[src/rtl/pidfd_pkg.sv]
// ----------------------------------------------------------------------------
// pidfd_pkg
// Shared widths, codes and helper types for the filtered-derivative PID unit.
// ----------------------------------------------------------------------------
`default_nettype none

package pidfd_pkg;

    localparam int DATA_W    = 32;
    localparam int Q_FRAC    = 16;
    localparam int MUL_W     = DATA_W + 1;
    localparam int PROD_W    = 2 * MUL_W;
    localparam int RND_W     = PROD_W - Q_FRAC;
    localparam int ACC_W     = RND_W + 1;
    localparam int COEF_W    = DATA_W - 1;
    localparam int AB_W      = 2 * DATA_W - Q_FRAC;
    localparam int NUM_W     = AB_W + 4;
    localparam int DEN_W     = AB_W + 3;
    localparam int DIV_W     = COEF_W;
    localparam int DIV_CNT_W = $clog2(DIV_W);
    localparam int CFG_IDX_W = 3;

    localparam logic [DATA_W-1:0]   SAMPLE_TIME_RESET = DATA_W'(328);
    localparam logic [PROD_W-1:0]   RND_HALF          = PROD_W'(1) << (Q_FRAC - 1);
    localparam logic [DEN_W-1:0]    DEN_ONE           = DEN_W'(1) << Q_FRAC;
    localparam logic [DIV_CNT_W-1:0] DIV_LAST_CNT     = DIV_CNT_W'(DIV_W - 1);

    typedef enum logic [CFG_IDX_W-1:0] {
        CFG_SAMPLE_TIME = 3'd0,
        CFG_CUTOFF      = 3'd1,
        CFG_GAIN_P      = 3'd2,
        CFG_GAIN_I      = 3'd3,
        CFG_GAIN_D      = 3'd4
    } cfg_idx_t;

    typedef enum logic [3:0] {
        ST_IDLE,
        ST_MUL_CI,
        ST_MUL_A,
        ST_MUL_B,
        ST_MUL_P,
        ST_MUL_IT,
        ST_CAP_INT,
        ST_DIV_SETUP,
        ST_DIV_RUN,
        ST_MUL_DT,
        ST_CAP_DER,
        ST_OUT
    } state_t;

    typedef enum logic [2:0] {
        MUL_NONE,
        MUL_GI_T,
        MUL_GD_WC,
        MUL_T_WC,
        MUL_GP_E,
        MUL_CI_S,
        MUL_G_D
    } mul_sel_t;

    typedef enum logic [2:0] {
        CAP_NONE,
        CAP_CI,
        CAP_A,
        CAP_B,
        CAP_P,
        CAP_INT,
        CAP_DER
    } cap_sel_t;

    typedef struct packed {
        logic     accept;
        mul_sel_t mul_sel;
        cap_sel_t cap_sel;
        logic     div_start;
        logic     div_step;
        logic     out_load;
    } pidfd_cmd_t;

    typedef struct packed {
        logic div_last;
        logic out_free;
    } pidfd_status_t;

    function automatic logic signed [DATA_W-1:0] sat32(input logic signed [ACC_W-1:0] x);
        logic [ACC_W-DATA_W:0] top;
        top = x[ACC_W-1:DATA_W-1];
        if ((&top) || !(|top)) begin
            sat32 = x[DATA_W-1:0];
        end else if (x[ACC_W-1]) begin
            sat32 = {1'b1, {(DATA_W-1){1'b0}}};
        end else begin
            sat32 = {1'b0, {(DATA_W-1){1'b1}}};
        end
    endfunction

endpackage

`default_nettype wire

[src/rtl/pidfd_ctrl.sv]
// ----------------------------------------------------------------------------
// pidfd_ctrl
// Sequencer stepping the datapath through multiplies, divide and output load.
// ----------------------------------------------------------------------------
`default_nettype none

module pidfd_ctrl (
    input  wire                     aclk,
    input  wire                     aresetn,
    input  wire                     s_tvalid,
    output logic                    s_tready,
    input  pidfd_pkg::pidfd_status_t status,
    output pidfd_pkg::pidfd_cmd_t    cmd
);
    import pidfd_pkg::*;

    state_t state_reg;
    state_t state_next;

    always_ff @(posedge aclk) begin
        if (!aresetn) begin
            state_reg <= ST_IDLE;
        end else begin
            state_reg <= state_next;
        end
    end

    always_comb begin
        state_next = state_reg;
        case (state_reg)
            ST_IDLE: begin
                if (s_tvalid) begin
                    state_next = ST_MUL_CI;
                end
            end
            ST_MUL_CI:    state_next = ST_MUL_A;
            ST_MUL_A:     state_next = ST_MUL_B;
            ST_MUL_B:     state_next = ST_MUL_P;
            ST_MUL_P:     state_next = ST_MUL_IT;
            ST_MUL_IT:    state_next = ST_CAP_INT;
            ST_CAP_INT:   state_next = ST_DIV_SETUP;
            ST_DIV_SETUP: state_next = ST_DIV_RUN;
            ST_DIV_RUN: begin
                if (status.div_last) begin
                    state_next = ST_MUL_DT;
                end
            end
            ST_MUL_DT:    state_next = ST_CAP_DER;
            ST_CAP_DER:   state_next = ST_OUT;
            ST_OUT: begin
                if (status.out_free) begin
                    state_next = ST_IDLE;
                end
            end
            default:      state_next = ST_IDLE;
        endcase
    end

    always_comb begin
        s_tready      = 1'b0;
        cmd.accept    = 1'b0;
        cmd.mul_sel   = MUL_NONE;
        cmd.cap_sel   = CAP_NONE;
        cmd.div_start = 1'b0;
        cmd.div_step  = 1'b0;
        cmd.out_load  = 1'b0;
        case (state_reg)
            ST_IDLE: begin
                s_tready   = 1'b1;
                cmd.accept = s_tvalid;
            end
            ST_MUL_CI: begin
                cmd.mul_sel = MUL_GI_T;
            end
            ST_MUL_A: begin
                cmd.mul_sel = MUL_GD_WC;
                cmd.cap_sel = CAP_CI;
            end
            ST_MUL_B: begin
                cmd.mul_sel = MUL_T_WC;
                cmd.cap_sel = CAP_A;
            end
            ST_MUL_P: begin
                cmd.mul_sel = MUL_GP_E;
                cmd.cap_sel = CAP_B;
            end
            ST_MUL_IT: begin
                cmd.mul_sel = MUL_CI_S;
                cmd.cap_sel = CAP_P;
            end
            ST_CAP_INT: begin
                cmd.cap_sel = CAP_INT;
            end
            ST_DIV_SETUP: begin
                cmd.div_start = 1'b1;
            end
            ST_DIV_RUN: begin
                cmd.div_step = 1'b1;
            end
            ST_MUL_DT: begin
                cmd.mul_sel = MUL_G_D;
            end
            ST_CAP_DER: begin
                cmd.cap_sel = CAP_DER;
            end
            ST_OUT: begin
                cmd.out_load = status.out_free;
            end
            default: begin
                s_tready = 1'b0;
            end
        endcase
    end

endmodule

`default_nettype wire

[config.mk]
export PLATFORM = sky130hd
export DESIGN_NAME = pidfd_ctrl
export DESIGN_NICKNAME = d
export VERILOG_FILES = /design/src/rtl/pidfd_pkg.sv /design/src/rtl/pidfd_ctrl.sv
export SDC_FILE = /design/constraint.sdc
export NUM_CORES = 1
export LEC_CHECK = 0
export ABC_CLOCK_PERIOD_IN_PS = 1900
export CORE_AREA = 2 2 39 41
export DETAILED_ROUTE_END_ITERATION = 8
export DIE_AREA = 0 0 41 43
export DONT_BUFFER_PORTS = 1
export PLACE_DENSITY = 0.41
export SLEW_MARGIN = 10
export SYNTH_ARGS = -nofsm -noshare
export SYNTH_HDL_FRONTEND = slang
export SYNTH_SLANG_ARGS = --single-unit
[constraint.sdc]
create_clock -name aclk -period 1.9 [get_ports aclk]
set_input_delay 0.38 -clock aclk [delete_from_list [all_inputs] [get_ports aclk]]
set_output_delay 0.38 -clock aclk [all_outputs]
set_load 0.02 [all_outputs]
; ---- Word level (Yosys, flattened, before mapping)
; Cells that the tools add are included.
[op_classes]
eq_ne = 14
muxes = 11
reduce_logical = 2
[op_table]
columns = operator, count
row1 = one-hot mux 4 bit (12 select lines), 1
row2 = one-hot mux 3 bit (6 select lines), 2
row3 = equality test 4 x 3 -> 1 bit (second input constant), 4
row4 = equality test 4 bit (second input constant), 4
row5 = two-way mux 4 bit, 3
row6 = equality test 4 x 2 -> 1 bit (second input constant), 2
row7 = inequality test 2 bit (second input constant), 3
row8 = two-way mux 1 bit, 5
row9 = equality test 4 x 1 -> 1 bit (second input constant), 1
row10 = logical NOT 4 bit, 1
row11 = AND reduction 3 bit, 1
[totals]
ff_bits = 4
in_bits = 5

; ---- Logic depth before layout (Yosys ltp)
; Gate-level depths: netlist (run 1).
[logic_depth]
word_depth = 3
ltp_mapped = 4
depth_no_buf = 3

; ---- Least setup slack after synthesis (run 1)
; Ideal clock, no wire load.
[synth_path]
path_type = reg2out
from = reg state_reg[2]
to = out cmd[9] (netlist name)
arrival_ns = 1.760
required_ns = 1.520
slack_ns = -0.240
stages_incl_launch_ff = 4
n_path_buf = 1
cell_sequence = dfxtp_1 > clkbuf_1 > nor4_1 > and2_1
[synth_lines]
columns = element, line_no
row1 = from (decl), pidfd_ctrl.sv:17  ; state_t state_reg;
row2 = from (signal assigned), pidfd_ctrl.sv:24  ; state_reg <= state_next;
row3 = to (decl), pidfd_ctrl.sv:13  ; output pidfd_pkg::pidfd_cmd_t cmd

==> results of run 1 <==
## how the worst max path moves through the flow
stage | start | end | slack [ps]
after floorplan | state_reg[2] | cmd[9] | 60
after CTS | state_reg[0] | cmd[7] | 30
after detailed placement | state_reg[0] | cmd[7] | 290
after global placement | state_reg[0] | cmd[7] | 300
final | state_reg[1] | cmd[7] | 140
after global routing | state_reg[1] | cmd[5] | 20
## final cells by class
cell class                      count  share of cell area
Sequential cell                     4               0.184
Inverter                            2              0.0168
Timing Repair Buffer                8               0.134
Tap cell                           16              0.0447
Multi-Input combinational cell     37               0.570
Clock buffer                        3              0.0503
## synthesized netlist by cell type (all sizes together), types with 2 or more instances
master / number / area (µm²)
nor2: 5 / 18.8
nand2: 3 / 11.3
xnor2: 2 / 17.5
buf: 2 / 16.3
dfxtp: 4 / 80.1
inv: 2 / 7.51
nor3: 3 / 15.0
a21oi: 2 / 10.0
nand2b: 5 / 31.3
clkbuf: 3 / 11.3
mux2: 2 / 22.5
## layer usage
layer | global-route usage | vias to the layer above | routed length [µm]
li1 | - | 181 | -
met1 | 0.135 | 171 | 401
met2 | 0.147 | 10 | 397
met3 | 0.0838 | 0 | 53
met4 | 0.0800 | 0 | 0
met5 | 0 | - | 0
## stage by stage
| stage | power, µW | std cells |
|---|---|---|
| 5_1_grt | 988 | 70 |
| 3_3_place_gp | 813 | 67 |
| 3_5_place_dp | 809 | 67 |
| 2_1_floorplan | 666 | 48 |
| 4_1_cts | 920 | 70 |
| 6_report | 909 | 70 |
## logic make-up (layout without fill, tap and decap cells)
| logic type | Yosys count | count (layout) | share of synthesized area |
|---|---|---|---|
| simple gates | 21 | 21 | 0.302 |
| compound gates | 10 | 10 | 0.220 |
| buf+inv | 7 | 13 | 0.0962 |
| flops | 4 | 4 | 0.220 |
| xor+xnor | 3 | 3 | 0.0722 |
| mux | 3 | 3 | 0.0893 |
## power groups by stage
stage               clock (µW)  sequential [µW]  combinational, µW
detailed placement           0              230                579
floorplan                    0              142                523
finish                     103              233                573
global route               117              246                625
global placement             0              233                580
CTS                        111              229                580
## repair_timing
item                                    in CTS  in global routing
endpoints found under the setup margin       0                  2
hold buffers                                 0                  0
gates resized for setup                      0                  2
==> flow_metrics.tcl, run 1 <==
set metrics [dict create \
    initial_core_util 0.263 \
    synth.avg_cell_area_um2 7.59 \
    seqPwrFrac 0.256 \
    yosys_most_used_dff "dfxtp_1" \
    antenna_found_initial 0 \
    r2r_end "state_reg[3]" \
    worst_pin_slew_ps 445 \
    hold_depth 1 \
    leakage_uw 0.000176 \
    dpl.hpwl_um 614 \
    synth_seq_cells 4 \
    p_clk_frac 0.113 \
    grt_pass1_wl_um 1290 \
    cp_top_family "flip-flops" \
    critPathRequiredTime_ps 1520 \
    placeableCoreArea_um2 1380 \
    pre_cts_ws_ps 292 \
    finClkSkew_ps 1.01 \
    hold_viol 0 \
    synth_cells 48 \
    hold_class "input pin to flop" \
    synth_edf_count 0 \
    rows 14 \
    power_frac_comb 0.630 \
    drc 0 \
    nets 61 \
    end_kind "primary output" \
    whs_ps 271 \
    netlist_area_um2 364 \
    cts_tree "yes" \
    p_per_area_nw_per_um2 2030 \
    antenna_left 0 \
    drt-vias-per-instance 5.17 \
    power_switching_uw 448 \
    setup_slack_ps 137 \
    cts.sinks 4 \
    placed_area_um2 423 \
    rsz0062_at_grt "false" \
    min-delay-start "aresetn" \
    fin_area_um2 448 \
    cp_slowest_cell "dfxtp_1" \
    htree_num_levels 1 \
    grt_util_all_layers 0.117 \
    die_y_um 43 \
    crit_path_cell_trace "mux2_2 > nor2_1 > buf_4" \
    largest_reg_flops 4 \
    max_freq_ghz 0.567 \
    critical_path_class "flop to primary output" \
    totalWireLength_um 852 \
    firstDrtPassIters 3 \
    rr_worst_depth 3 \
    arrival_ps 1380 \
    cp_slowest_stage_delay_ps 540 \
    area_growth_syn_to_layout_pct 23.0 \
    wl_per_cell_um 12.2 \
    cp_num_cells 3 \
    ir_worst_vdd_uv 785 \
    slew_headroom 0.704 \
    final_common_cell "buf_4" \
    numPortBuffers 0 \
    io_pins 16 \
    drv_slew 0 \
    vias 362 \
    layout_common_cells "8 x buf_4, 5 x nand2b_1, 5 x nor2_1" \
    hold_end "state_reg[1]" \
    worst-r2r-setup-slack_ps 470 \
    place.gp.congestion 0.608 \
    path_clk_slew_ps 40 \
    multi_input_area_um2 255 \
    fin_crit_sh 0.928 \
    finalSetupViolations 0 \
    fp.dieW_um 41 \
    p_int_uw 461 \
    numCtsBuffers 3 \
    worstSetupStartpointType "flop" \
    clk_latency_ps 230 \
    final_core_util 0.324 \
    cp.buffers_inverters 1 \
    setup_tns_ps 0 \
    cap_viol_max_count 0 \
    async_flop_share 0 \
    drive_gt1_frac 0.315 \
    grt_overflow 0 \
    path_max_fanout 11 \
    grt_start_max_net_pins 15 \
    drt_iter0_drc 7 \
    swShare 0.493 \
    synth.yosys.seq_area_share 0.220 \
    design.die.area_um2 1760 \
    ys_warn_count 0 \
    regToRegStartpoint "state_reg[1]" \
    synthDistinctLibCells 27 \
    final.min_clock_period_ps 1760 \
    num_antenna_cells 0 \
    clock_path_buffers 2 \
    syn_nets 53 \
    status "complete, no violations" \
    clock-root-buffer "clkbuf_4" \
    postCtsSetupBuffers 0 \
    seq_area_um2 82.6 \
    grt_pass1_vias 307 \
    fillers 157 \
]
Note: power is estimated with default switching activity, not from simulation.
==> run 2, diff against run 1 <==
--- a/config.mk
+++ b/config.mk
@@ -5,12 +5,13 @@
 export SDC_FILE = /design/constraint.sdc
 export NUM_CORES = 1
 export LEC_CHECK = 0
+export ABC_AREA = 1
 export ABC_CLOCK_PERIOD_IN_PS = 1900
 export CORE_AREA = 2 2 39 41
 export DETAILED_ROUTE_END_ITERATION = 8
 export DIE_AREA = 0 0 41 43
 export DONT_BUFFER_PORTS = 1
-export PLACE_DENSITY = 0.41
+export PLACE_DENSITY = 0.38
 export SLEW_MARGIN = 10
 export SYNTH_ARGS = -nofsm -noshare
 export SYNTH_HDL_FRONTEND = slang
==> flow_metrics.tcl, run 2 <==
set metrics [dict create \
    status "complete, no violations" \
    nets 72 \
    layout_common_cells "15 x nand2_1, 11 x inv_1, 7 x nor2_1" \
    synthDistinctLibCells 16 \
    power_uw 567 \
    htree_num_levels 1 \
    syn_nets 63 \
    end_kind "primary output" \
    synth_top_area_cell "dfxtp_1" \
    grt_overflow 0 \
    cap_viol_max_count 0 \
    antenna_left 0 \
    slew_headroom 0.671 \
    synth_cells 58 \
    synthTopCellsByArea "dfxtp_1 24%, nand2_1 17%, inv_1 12%" \
    wl_per_cell_um 10.1 \
    num_antenna_cells 0 \
    final_common_cell "nand2_1" \
    synth_edf_count 0 \
    synth_seq_cells 4 \
    path_max_fanout 5 \
    yosysMostFrequentCell "nand2_1" \
    fillers 166 \
    ctsResizeCount 0 \
    worstSetupStartpointType "flop" \
    grt_start_max_net_pins 8 \
    synth_simple_gate_area_share 0.492 \
    synthAdderAreaFrac 0 \
    die_y_um 43 \
    clock_path_buffers 2 \
    vias 367 \
    async_flop_share 0 \
    path_clk_slew_ps 40 \
    cts_tree "yes" \
    antenna_found_initial 0 \
    firstDrtPassIters 4 \
    drt-vias-per-instance 4.53 \
    netlist_area_um2 333 \
    finalSetupViolations 0 \
    synth_common_cells "15 x nand2_1, 11 x inv_1, 7 x nor2_1" \
    arrival_ps 1340 \
    postCtsSetupBuffers 0 \
    max_freq_ghz 0.583 \
    drive_gt1_frac 0.231 \
    synth_top_family_by_area "simple AND/OR/NAND/NOR gates" \
    critical_path_class "flop to primary output" \
    totalWireLength_um 818 \
    synth.avg_cell_area_um2 5.74 \
    clock-root-buffer "clkbuf_4" \
    area_growth_syn_to_layout_pct 21.8 \
    initial_core_util 0.241 \
    placed_area_um2 383 \
    numCtsBuffers 3 \
    setup_tns_ps 0 \
    numPortBuffers 0 \
    final.min_clock_period_ps 1720 \
    yosys_most_used_dff "dfxtp_1" \
    synth-xor-area-share 0 \
    rsz0062_at_grt "false" \
    cts.sinks 4 \
    synth_mux_area_frac 0 \
    ys_warn_count 0 \
    leakage_uw 0.000227 \
    drt_iter0_drc 6 \
    yosysTopAreaCellShare 0.241 \
    critPathRequiredTime_ps 1520 \
    place.gp.congestion 0.668 \
    dpl.hpwl_um 693 \
    drc 0 \
    ir_worst_vdd_uv 393 \
    placeableCoreArea_um2 1380 \
    design.die.area_um2 1760 \
    fin_area_um2 405 \
    grt_pass1_vias 350 \
    rows 14 \
    io_pins 16 \
    fin_crit_sh 0.903 \
    hold_class "input pin to flop" \
    grt_pass1_wl_um 1340 \
    hold_buffers 0 \
    drv_slew 0 \
    grt_util_all_layers 0.113 \
    synth_compound_area_frac 0.120 \
    finClkSkew_ps 1.43 \
    hold_viol 0 \
    synth.yosys.seq_area_share 0.241 \
    largest_reg_flops 4 \
    clk_latency_ps 230 \
    worst_pin_slew_ps 491 \
    p_per_area_nw_per_um2 1400 \
    fp.dieW_um 41 \
]
==> run 2: logic make-up after synthesis <==
group	count (synthesis)
flops	4
simple gates	34
compound gates	7
buf+inv	13
==> run 2: final timing paths <==
check | slack (ps) | end | cells past startpoint | startpoint
setup / recovery | 180 | cmd[4] | 3 | state_reg[0]
hold / removal | 270 | state_reg[3] | 2 | aresetn
setup reg to reg | 570 | state_reg[3] | 4 | state_reg[2]
hold reg to reg | 680 | state_reg[1] | 3 | state_reg[3]
==> run 2: worst max-delay path, cell delays in order, from the launching register on <==
cell      delay [ps]
dfxtp_1          350
nor2_2           230
inv_1             90
o211ai_1         430
==> run 2: per-stage QoR <==
stage	util	setup WS (ps)	instances	hold WS (ps)
finish	0.293	183	81	275
floorplan	-	402	58	505
global route	0.293	70.4	81	275
CTS	0.293	172	81	270
global placement	0.277	436	78	523
detailed placement	0.277	433	78	522
==> run 2: power breakdown <==
part / total, µW / switching [µW] / internal, µW / leakage [µW]
clock: 106 / 35.0 / 70.7 / 0.0000138
sequential: 146 / 39.7 / 107 / 0.0000330
combinational: 316 / 223 / 92.8 / 0.000180
==> run 2: area by class of cell <==
cell class	instances	area, µm²	area share
clock buffers	3	22.5	0.0556
inverters	13	48.8	0.120
well taps	16	20.0	0.0494
flip-flops and latches	4	80.1	0.198
multi-input cells	41	204	0.503
repair buffers	4	30.0	0.0741
==> run 2: per-layer routing <==
| metal | vias up | GRT usage | share of wire |
|---|---|---|---|
| met5 | - | 0 | 0 |
| met2 | 10 | 0.156 | 0.47 |
| li1 | 196 | - | - |
| met1 | 159 | 0.144 | 0.45 |
| met4 | 0 | 0.100 | 0.018 |
| met3 | 2 | 0.0157 | 0.060 |
==> run 3, diff against run 2 <==
--- a/config.mk
+++ b/config.mk
@@ -8,6 +8,7 @@
 export ABC_AREA = 1
 export ABC_CLOCK_PERIOD_IN_PS = 1900
 export CORE_AREA = 2 2 39 41
+export CTS_BUF_LIST = sky130_fd_sc_hd__clkbuf_8
 export DETAILED_ROUTE_END_ITERATION = 8
 export DIE_AREA = 0 0 41 43
 export DONT_BUFFER_PORTS = 1
==> flow_metrics.tcl, run 3 (synthesis results as in run 2) <==
set metrics [dict create \
    cts_tree "yes" \
    cap_viol_max_count 0 \
    crit_start "state_reg[0]" \
    drc 0 \
    finalSetupViolations 0 \
    antenna_found_initial 0 \
    grt_pass1_vias 351 \
    setup_tns_ps 0 \
    hold_buffers 0 \
    cp_slowest_stage_delay_ps 430 \
    finClkSkew_ps 2.81 \
    placeableCoreArea_um2 1380 \
    drt-vias-per-instance 4.58 \
    nets 72 \
    power_frac_comb 0.492 \
    initial_core_util 0.241 \
    fp.dieW_um 41 \
    clock_path_buffers 2 \
    clock-root-buffer "clkbuf_8" \
    rr_worst_depth 4 \
    worst-r2r-setup-slack_ps 570 \
    worst_pin_slew_ps 491 \
    fillers 164 \
    wl_per_cell_um 10.2 \
    max_freq_ghz 0.589 \
    p_clk_frac 0.280 \
    totalWireLength_um 823 \
    cts.sinks 4 \
    final_common_cell "nand2_1" \
    crit_path_cell_trace "nor2_2 > inv_1 > o211ai_1" \
    numPortBuffers 0 \
    ctsResizeCount 0 \
    swShare 0.479 \
    num_antenna_cells 0 \
    firstDrtPassIters 4 \
    hold_class "input pin to flop" \
    slew_headroom 0.671 \
    final.min_clock_period_ps 1700 \
    seqPwrFrac 0.228 \
    worstSetupStartpointType "flop" \
    cp_num_cells 3 \
    cp.buffers_inverters 1 \
    grt_overflow 0 \
    htree_num_levels 1 \
    end_kind "primary output" \
    rsz0062_at_grt "false" \
    drive_gt1_frac 0.231 \
    clk_latency_ps 220 \
    fin_crit_sh 0.894 \
    p_int_uw 335 \
    cp-endpoint "cmd[4]" \
    layout_common_cells "15 x nand2_1, 11 x inv_1, 7 x nor2_1" \
    rows 14 \
    r2r_end "state_reg[3]" \
    area_growth_syn_to_layout_pct 27.4 \
    p_per_area_nw_per_um2 1510 \
    power_switching_uw 307 \
    largest_reg_flops 4 \
    drt_iter0_drc 9 \
    path_max_fanout 5 \
    io_pins 16 \
    ir_worst_vdd_uv 423 \
    critical_path_class "flop to primary output" \
    place.gp.congestion 0.668 \
    arrival_ps 1320 \
    hold_viol 0 \
    vias 371 \
    die_y_um 43 \
    antenna_left 0 \
    leakage_uw 0.000234 \
    status "complete, no violations" \
    cp_top_family "compound AO/OA/AOI/OAI gates" \
    power_uw 642 \
    design.die.area_um2 1760 \
    drv_slew 0 \
    numCtsBuffers 3 \
    critPathRequiredTime_ps 1520 \
    grt_start_max_net_pins 8 \
    regToRegStartpoint "state_reg[2]" \
    grt_util_all_layers 0.116 \
    path_clk_slew_ps 30 \
    dpl.hpwl_um 693 \
    cp_slowest_cell "o211ai_1" \
    grt_pass1_wl_um 1350 \
    postCtsSetupBuffers 0 \
]
run 3: power by group through the flow:
| stage | clock, µW | sequential [µW] | combinational (µW) |
|---|---|---|---|
| CTS | 185 | 147 | 321 |
| detailed placement | 0 | 148 | 320 |
| global route | 189 | 153 | 353 |
| finish | 179 | 146 | 316 |
| floorplan | 0 | 140 | 253 |
| global placement | 0 | 149 | 323 |
run 3: final cells by class:
type	instances	area, µm²	share of cell area
clock buffer	3	41.3	0.0973
inverter	13	48.8	0.115
multi-input combinational	41	204	0.481
sequential	4	80.1	0.189
tap	16	20.0	0.0472
timing repair buffer	4	30.0	0.0708
run 3: worst register-to-register path, stage by stage, from the launching register on:
cell,delay [ps]
dfxtp_1,450
nand2_1,160
nor2_1,370
a21oi_1,110
a21oi_1,170
run 3: through the flow:
step | hold slack [ps] | cell area, µm² | util | setup slack (ps) | std cells
finish | 294 | 424 | 0.307 | 202 | 81
global route | 301 | 424 | 0.307 | 97.4 | 81
CTS | 294 | 424 | 0.307 | 197 | 81
detailed placement | 522 | 383 | 0.277 | 433 | 78
global placement | 523 | 383 | 0.277 | 436 | 78
floorplan | 505 | 333 | - | 402 | 58
run 3: worst min-delay path by stage:
| stage | from | endpoint | slack, ps | cells past startpoint |
|---|---|---|---|---|
| after floorplan | aresetn | state_reg[3] | 510 | 2 |
| after global placement | aresetn | state_reg[3] | 520 | 2 |
| after detailed placement | aresetn | state_reg[3] | 520 | 2 |
| after CTS | aresetn | state_reg[3] | 290 | 2 |
| after global routing | aresetn | state_reg[3] | 300 | 2 |
| final | aresetn | state_reg[3] | 290 | 2 |
run 3: metal layers:
metal	track usage	vias up	wire length, µm
li1	-	196	-
met1	0.144	162	372
met2	0.156	11	376
met3	0.0314	2	52
met4	0.100	0	21
met5	0	-	0
